### src/design/printable_shift_stream_cipher_assert.svh
// Assertion macros for the printable shift stream cipher.
`ifndef PRINTABLE_SHIFT_STREAM_CIPHER_ASSERT_SVH
`define PRINTABLE_SHIFT_STREAM_CIPHER_ASSERT_SVH

// Same-cycle implication, sampled on clk, off while arst_n is low.
`define PSSC_ASSERT_NOW(lbl, ant, con) \
	lbl: assert property (@(posedge clk) disable iff (!arst_n) (ant) |-> (con)) \
		else $error("pssc assertion failed");

// Next-cycle implication, sampled on clk, off while arst_n is low.
`define PSSC_ASSERT_NEXT(lbl, ant, con) \
	lbl: assert property (@(posedge clk) disable iff (!arst_n) (ant) |=> (con)) \
		else $error("pssc assertion failed");

`endif

### src/design/pssc_pkg.sv
// Types and constants shared by the printable shift stream cipher.
`timescale 1ns / 1ps
`default_nettype none
package pssc_pkg;
	localparam int MAX_GENERATORS = 10;
	localparam int MT_WORDS       = 624;
	localparam int MT_SHIFT       = 397;
	localparam int ALPHABET_SIZE  = 95;
	localparam int RED_STEPS      = 9;
	localparam int MOD_STEPS      = 8;

	localparam logic [7:0]  FIRST_PRINT = 8'd32;
	localparam logic [7:0]  LAST_PRINT  = 8'd126;
	localparam logic [31:0] INIT_MULT   = 32'd1812433253;
	localparam logic [31:0] MT_MATRIX   = 32'h9908b0df;

	localparam logic [1:0] OP_KEY  = 2'd0;
	localparam logic [1:0] OP_SEED = 2'd1;
	localparam logic [1:0] OP_TEXT = 2'd2;

	localparam logic KIND_TEXT = 1'b0;
	localparam logic KIND_SEED = 1'b1;

	localparam logic [8:0] LANE_BASE [MAX_GENERATORS] = '{
		9'd307, 9'd311, 9'd313, 9'd317, 9'd331,
		9'd337, 9'd347, 9'd349, 9'd353, 9'd359
	};
	localparam logic [29:0] LANE_MOD [MAX_GENERATORS] = '{
		30'd1000000007, 30'd1000000009, 30'd1000000021, 30'd1000000033,
		30'd1000000087, 30'd1000000093, 30'd1000000097, 30'd1000000103,
		30'd1000000123, 30'd1000000181
	};

	typedef logic [9:0] idx_t;

	typedef struct packed {
		logic latch;
		logic hash_mul;
		logic hash_red;
		logic hash_last;
		logic seed_first;
		logic seed_step;
		logic rd_a;
		logic rd_b;
		logic rd_c;
		logic twist;
		logic mod_step;
		logic load_out;
		logic out_kind;
		idx_t step;
	} pssc_cmd_t;

	typedef struct packed {
		logic [1:0] op;
		logic       key_ok;
		logic       printable;
		logic       out_free;
	} pssc_sts_t;
endpackage
`default_nettype wire

### src/design/pssc_ctrl.sv
// Controller state machine sequencing hash, seed, draw and output steps.
`timescale 1ns / 1ps
`default_nettype none
module pssc_ctrl import pssc_pkg::*; (
	input  logic      clk,
	input  logic      arst_n,
	input  logic      in_valid,
	output logic      in_ready,
	input  pssc_sts_t sts,
	output pssc_cmd_t cmd
);
	localparam logic [3:0] S_IDLE  = 4'd0;
	localparam logic [3:0] S_HMUL  = 4'd1;
	localparam logic [3:0] S_HRED  = 4'd2;
	localparam logic [3:0] S_SEED0 = 4'd3;
	localparam logic [3:0] S_SEED  = 4'd4;
	localparam logic [3:0] S_RDA   = 4'd5;
	localparam logic [3:0] S_RDB   = 4'd6;
	localparam logic [3:0] S_RDC   = 4'd7;
	localparam logic [3:0] S_TWIST = 4'd8;
	localparam logic [3:0] S_MOD   = 4'd9;
	localparam logic [3:0] S_DONE  = 4'd10;

	logic [3:0] state_q, state_nxt;
	idx_t       cnt_q, cnt_nxt;
	logic       kind_q, kind_nxt;
	logic       accept;

	assign in_ready = (state_q == S_IDLE);
	assign accept   = in_valid && in_ready;

	always_comb begin
		state_nxt = state_q;
		cnt_nxt   = cnt_q;
		kind_nxt  = kind_q;
		cmd       = '0;
		cmd.latch    = accept;
		cmd.step     = cnt_q;
		cmd.out_kind = kind_q;
		unique case (state_q)
			S_IDLE: begin
				if (accept) begin
					kind_nxt = (sts.op == OP_SEED) ? KIND_SEED : KIND_TEXT;
					unique case (sts.op)
						OP_KEY:  state_nxt = sts.key_ok ? S_HMUL : S_IDLE;
						OP_SEED: state_nxt = S_SEED0;
						OP_TEXT: state_nxt = sts.printable ? S_RDA : S_DONE;
						default: state_nxt = S_IDLE;
					endcase
				end
			end
			S_HMUL: begin
				cmd.hash_mul = 1'b1;
				cnt_nxt      = '0;
				state_nxt    = S_HRED;
			end
			S_HRED: begin
				cmd.hash_red = 1'b1;
				if (cnt_q == idx_t'(RED_STEPS - 1)) begin
					cmd.hash_last = 1'b1;
					state_nxt     = S_IDLE;
				end else begin
					cnt_nxt = cnt_q + 10'd1;
				end
			end
			S_SEED0: begin
				cmd.seed_first = 1'b1;
				cnt_nxt        = 10'd1;
				state_nxt      = S_SEED;
			end
			S_SEED: begin
				cmd.seed_step = 1'b1;
				if (cnt_q == idx_t'(MT_WORDS - 1)) begin
					state_nxt = S_DONE;
				end else begin
					cnt_nxt = cnt_q + 10'd1;
				end
			end
			S_RDA: begin
				cmd.rd_a  = 1'b1;
				state_nxt = S_RDB;
			end
			S_RDB: begin
				cmd.rd_b  = 1'b1;
				state_nxt = S_RDC;
			end
			S_RDC: begin
				cmd.rd_c  = 1'b1;
				state_nxt = S_TWIST;
			end
			S_TWIST: begin
				cmd.twist = 1'b1;
				cnt_nxt   = '0;
				state_nxt = S_MOD;
			end
			S_MOD: begin
				cmd.mod_step = 1'b1;
				if (cnt_q == idx_t'(MOD_STEPS - 1)) begin
					state_nxt = S_DONE;
				end else begin
					cnt_nxt = cnt_q + 10'd1;
				end
			end
			S_DONE: begin
				// hold until the output register can take the result
				if (sts.out_free) begin
					cmd.load_out = 1'b1;
					state_nxt    = S_IDLE;
				end
			end
			default: state_nxt = S_IDLE;
		endcase
	end

	always_ff @(posedge clk or negedge arst_n) begin
		if (!arst_n) begin
			state_q <= S_IDLE;
			cnt_q   <= '0;
			kind_q  <= KIND_TEXT;
		end else begin
			state_q <= state_nxt;
			cnt_q   <= cnt_nxt;
			kind_q  <= kind_nxt;
		end
	end
endmodule
`default_nettype wire

### config.mk
export PLATFORM = sky130hd
export DESIGN_NAME = pssc_ctrl
export DESIGN_NICKNAME = d
export VERILOG_FILES = /design/src/design/printable_shift_stream_cipher_assert.svh /design/src/design/pssc_pkg.sv /design/src/design/pssc_ctrl.sv
export SDC_FILE = /design/constraint.sdc
export NUM_CORES = 1
export LEC_CHECK = 0
export ABC_AREA = 1
export BUFFER_PORTS_ARGS = -buffer_cell sky130_fd_sc_hd__buf_2
export CAP_MARGIN = 10
export CELL_PAD_IN_SITES_DETAIL_PLACEMENT = 1
export CELL_PAD_IN_SITES_GLOBAL_PLACEMENT = 1
export CORE_MARGIN = 3
export CORE_UTILIZATION = 39
export CTS_CLUSTER_DIAMETER = 50
export DETAILED_ROUTE_END_ITERATION = 6
export GPL_ROUTABILITY_DRIVEN = 0
export PLACE_DENSITY_LB_ADDON = 0.08
export SLEW_MARGIN = 20
export SYNTH_ARGS = -nofsm -noshare
export SYNTH_HDL_FRONTEND = slang
export SYNTH_SLANG_ARGS = --single-unit
export TNS_END_PERCENT = 10
### constraint.sdc
create_clock -name clk -period 2.4 [get_ports clk]
set_input_delay 0.48 -clock clk [delete_from_list [all_inputs] [get_ports clk]]
set_output_delay 0.48 -clock clk [all_outputs]
set_load 0.03 [all_outputs]
Yosys cells after proc, flatten, opt, wreduce, memory -nomap -nowiden
Cells that the tools add are included.
{ "totals": {"register_bits": 15, "input_bits": 8, "out_inout_bits": 24} }
{ "classes": {"add_sub_neg": 1, "reduce_logical": 8, "muxes": 26, "eq_ne": 23} }
{ "ops": {"columns": ["op", "count"], "rows": [
  ["10-bit case mux with 5 select lines", 1],
  ["4-bit case mux with 11 select lines", 1],
  ["10-bit 2-to-1 mux", 3],
  ["4-bit 2-to-1 mux", 6],
  ["4-bit by 3-bit equality test with 1-bit output (second input constant)", 4],
  ["2-bit inequality test (second input constant)", 7],
  ["1-bit 2-to-1 mux", 13],
  ["4-bit equality test (second input constant)", 3],
  ["4-bit case mux with 3 select lines", 1],
  ["10-bit by 1-bit adder with 10-bit output (second input constant)", 1],
  ["10-bit equality test (second input constant)", 1],
  ["10-bit by 3-bit equality test with 1-bit output (second input constant)", 1],
  ["10-bit by 4-bit equality test with 1-bit output (second input constant)", 1],
  ["4-bit by 2-bit equality test with 1-bit output (second input constant)", 2],
  ["5-bit AND reduction", 1],
  ["5-bit nonzero test", 1],
  ["4-bit by 1-bit equality test with 1-bit output (second input constant)", 1],
  ["4-bit zero test", 1],
  ["4-bit AND reduction", 1],
  ["2-bit by 1-bit equality test with 1-bit output (second input constant)", 1],
  ["2-bit equality test (second input constant)", 1],
  ["2-bit zero test", 1],
  ["2-bit 2-to-1 mux", 1],
  ["2-bit by 1-bit inequality test with 1-bit output (second input constant)", 1],
  ["other kinds (3)", 3]
]} }

Depth between registers and ports, before layout
{ "depth": {"ltp_word": 4, "mapped_depth": 11} }

Worst setup path after synthesis
No wires, ideal clock.
{ "synth_timing": {"path_kind": "register to output", "start": "register state_q[2]", "end": "output port cmd[11] (netlist name)", "path_buffers": 0, "required_time_ns": 1.920, "setup_slack_ns": 0.437, "stages_incl_launch_ff": 4, "t_arrival_ns": 1.483, "cell_sequence": "dfrtp_1 -> inv_1 -> nand2_1 -> nor4_1"} }
{ "synth_rtl": {"columns": ["element", "line", "text"], "rows": [
  ["start: declaration", "pssc_ctrl.sv:24", "logic [3:0] state_q, state_nxt;"],
  ["start signal: assignment", "pssc_ctrl.sv:121", "state_q <= state_nxt;"],
  ["end: declaration", "pssc_ctrl.sv:10", "output pssc_cmd_t cmd"]
]} }

==> results_dict.tcl <==
set metrics [dict create \
    status "finished, final reports clean" \
    synth_cells 209 \
    synth_top_area_share_pct 28.8 \
    max-cap-violations 0 \
    arrival_ns 1.73 \
    cp_max_fo 9 \
    rows 20 \
    clock_sinks 15 \
    syn_nets 219 \
    irDropWorstVdd_uv 588 \
    cts_max_level 1 \
    antenna_found_initial 0 \
    synth-edff-count 0 \
    insertion_delay_ns 0.29 \
    startpoint_type "register" \
    setup_viol 0 \
    p_leak_nw 0.858 \
    numCtsBuffers 3 \
    first_pass_iters 4 \
    grt_max_degree 16 \
    period_minus_slack_ns 2.21 \
    dr.first_iter.drc_count 83 \
    clk_pin_slew_ns 0.10 \
    synth_top_cell_by_area "dfrtp_1" \
    port_buffers 31 \
    postCtsSetupBuffers 0 \
    timing.hold.ws_ns 0.0858 \
    final_cell_mix "nand2_1 (70), nor2_1 (34), buf_2 (31), nand3_1 (27), inv_1 (18)" \
    cts_max_path_buffers 2 \
    maxSlewHeadroom_pct 71.6 \
    die_y_um 63.8 \
    skew_ns 0.00597 \
    ctsHoldBuffers 0 \
    cts_tree "yes" \
    dieArea_um2 4070 \
    layout.cells.non_filler 284 \
    place_hpwl_mm 3.27 \
    vias 1443 \
    yosysSeqAreaShare_pct 28.8 \
    synth.avg_cell_area_um2 6.24 \
    cts_resized 0 \
    synth.area.top_cells "dfrtp_1 (29%), nand2_1 (20%), nand3_1 (10%)" \
    period_share_pct 92.2 \
    grt_overflow 0 \
    fill_cells 472 \
    gr-usage-all-layers_pct 21.3 \
    post-place-cells 280 \
    ant_nets 0 \
    rsz0062_at_grt "no" \
    seq_area_um2 375 \
    grt_pass1_vias 1560 \
    endpoint_kind "output pin" \
    crit_required_ns 1.92 \
    hold_path.class "input pin to asynchronous set/reset pin" \
    multi_input_area_um2 812 \
    ys_seq_elements 15 \
    worst_slack_ns 0.187 \
    critical_path_class "register to output pin" \
    pre_cts_ws_ns 0.507 \
    antennaDiodeCount 0 \
    critPathMaxStageDelay_ns 0.48 \
    clockRootBuffer "clkbuf_4" \
    finalHoldViolCount 0 \
    wire_per_inst_um 14.0 \
    yosysWarningCount 0 \
    pin_count 32 \
    num-nets-final 251 \
    core-area_um2 3130 \
    die_w_um 63.8 \
    slew_violations 0 \
    wl_mm 3.98 \
    worstMarginPinSlew_ns 0.425 \
    final_common_cell "nand2_1" \
    yosysUniqueCellTypes 31 \
    critical_path.slowest_cell "dfrtp_1" \
    start_util_pct 41.7 \
    async_reset_ff_share_pct 100 \
    ys.flop_type "dfrtp_1" \
    area_delta_synth_final_pct 15.7 \
    viasPerCell 5.08 \
    worstPathCellList "inv_1 -> ha_1 -> nand3_1 -> nor2_1 -> nand2_4 -> nor2_4 -> buf_2" \
    drive_gt1_share_pct 22.1 \
    syn_area_um2 1300 \
    power_density_nw_per_um2 1220 \
    grt_pass1_wl_mm 6.91 \
    remaining_drc_errors 0 \
    fmax_mhz 452 \
    setup_tns_ns 0 \
]
==> worst paths after layout <==
kind	endpoint	slack, ns	cells past startpoint	from
max in group asynchronous	cnt_q[2]	2.04	1	arst_n
worst max register to register	state_q[3]	0.57	8	cnt_q[0]
min in group clk	kind_q	0.51	1	kind_q
worst min register to register	kind_q	0.51	1	kind_q
worst min-delay path	kind_q	0.09	1	arst_n
worst max-delay path	cmd[19]	0.19	7	cnt_q[0]
==> per-layer routing <==
layer  GRT usage [%]  wire, um  vias to the layer above
met5               0         0                        -
met4            7.82        68                        0
met3            2.28       150                       10
met2            41.9      2140                       31
met1            22.6      1610                      678
li1                -         -                      724
==> sequential cells by signal, indices dropped and copies added, names as in the netlist <==
name	flops
cnt_q	10
kind_q	1
state_q	4
==> per-stage QoR <==
step                      power, mW  instance area, um^2  util (%)
final                          1.83                 1510      48.2
after global routing           2.01                 1510      48.2
after CTS                      1.86                 1510      48.2
after detailed placement       1.70                 1480      47.4
after global placement         1.63                 1480      47.4
after floorplan                1.38                 1300         -
==> critical path: cells and delay by family (launching register included) <==
kind / cells / cell delay (ns)
and+or+nand+nor: 4 / 0.49
DFF: 1 / 0.48
buffers and inverters: 2 / 0.33
adders and majority gates: 1 / 0.15
==> area by class of cell <==
class | count | area share, %
Multi-Input combinational cell | 168 | 53.8
Sequential cell | 15 | 24.9
Timing Repair Buffer | 31 | 10.3
Inverter | 22 | 5.64
Tap cell | 44 | 3.65
Clock buffer | 4 | 1.74
==> logic make-up after synthesis <==
group / after synthesis / synth area share (%)
AND/OR/NAND/NOR: 154 / 53.8
buffers and inverters: 26 / 8.92
AO/OA/AOI/OAI: 10 / 5.18
adder cells (fa/ha/maj): 2 / 1.92
XOR/XNOR: 2 / 1.34
flip-flops: 15 / 28.8
==> cells in the mapped netlist (2+ instances only) <==
| cell | n |
|---|---|
| nand2_1 | 70 |
| nor2_1 | 34 |
| nand3_1 | 27 |
| inv_1 | 18 |
| dfrtp_1 | 15 |
| nand2_2 | 4 |
| inv_2 | 3 |
| nand4_1 | 3 |
| nor2_2 | 3 |
| nor2_4 | 3 |
| a21oi_1 | 2 |
| buf_4 | 2 |
| ha_1 | 2 |
| nand2_4 | 2 |
| nand3b_1 | 2 |
| nor3_1 | 2 |
| o211ai_1 | 2 |
| xor2_1 | 2 |
==> power by group <==
part / total [mW] / switching [mW] / internal [mW]
Combinational: 1.24 / 0.891 / 0.348
Sequential: 0.444 / 0.114 / 0.330
Clock: 0.151 / 0.0862 / 0.0647
No activity file was read; power rests on OpenSTA's default activity.
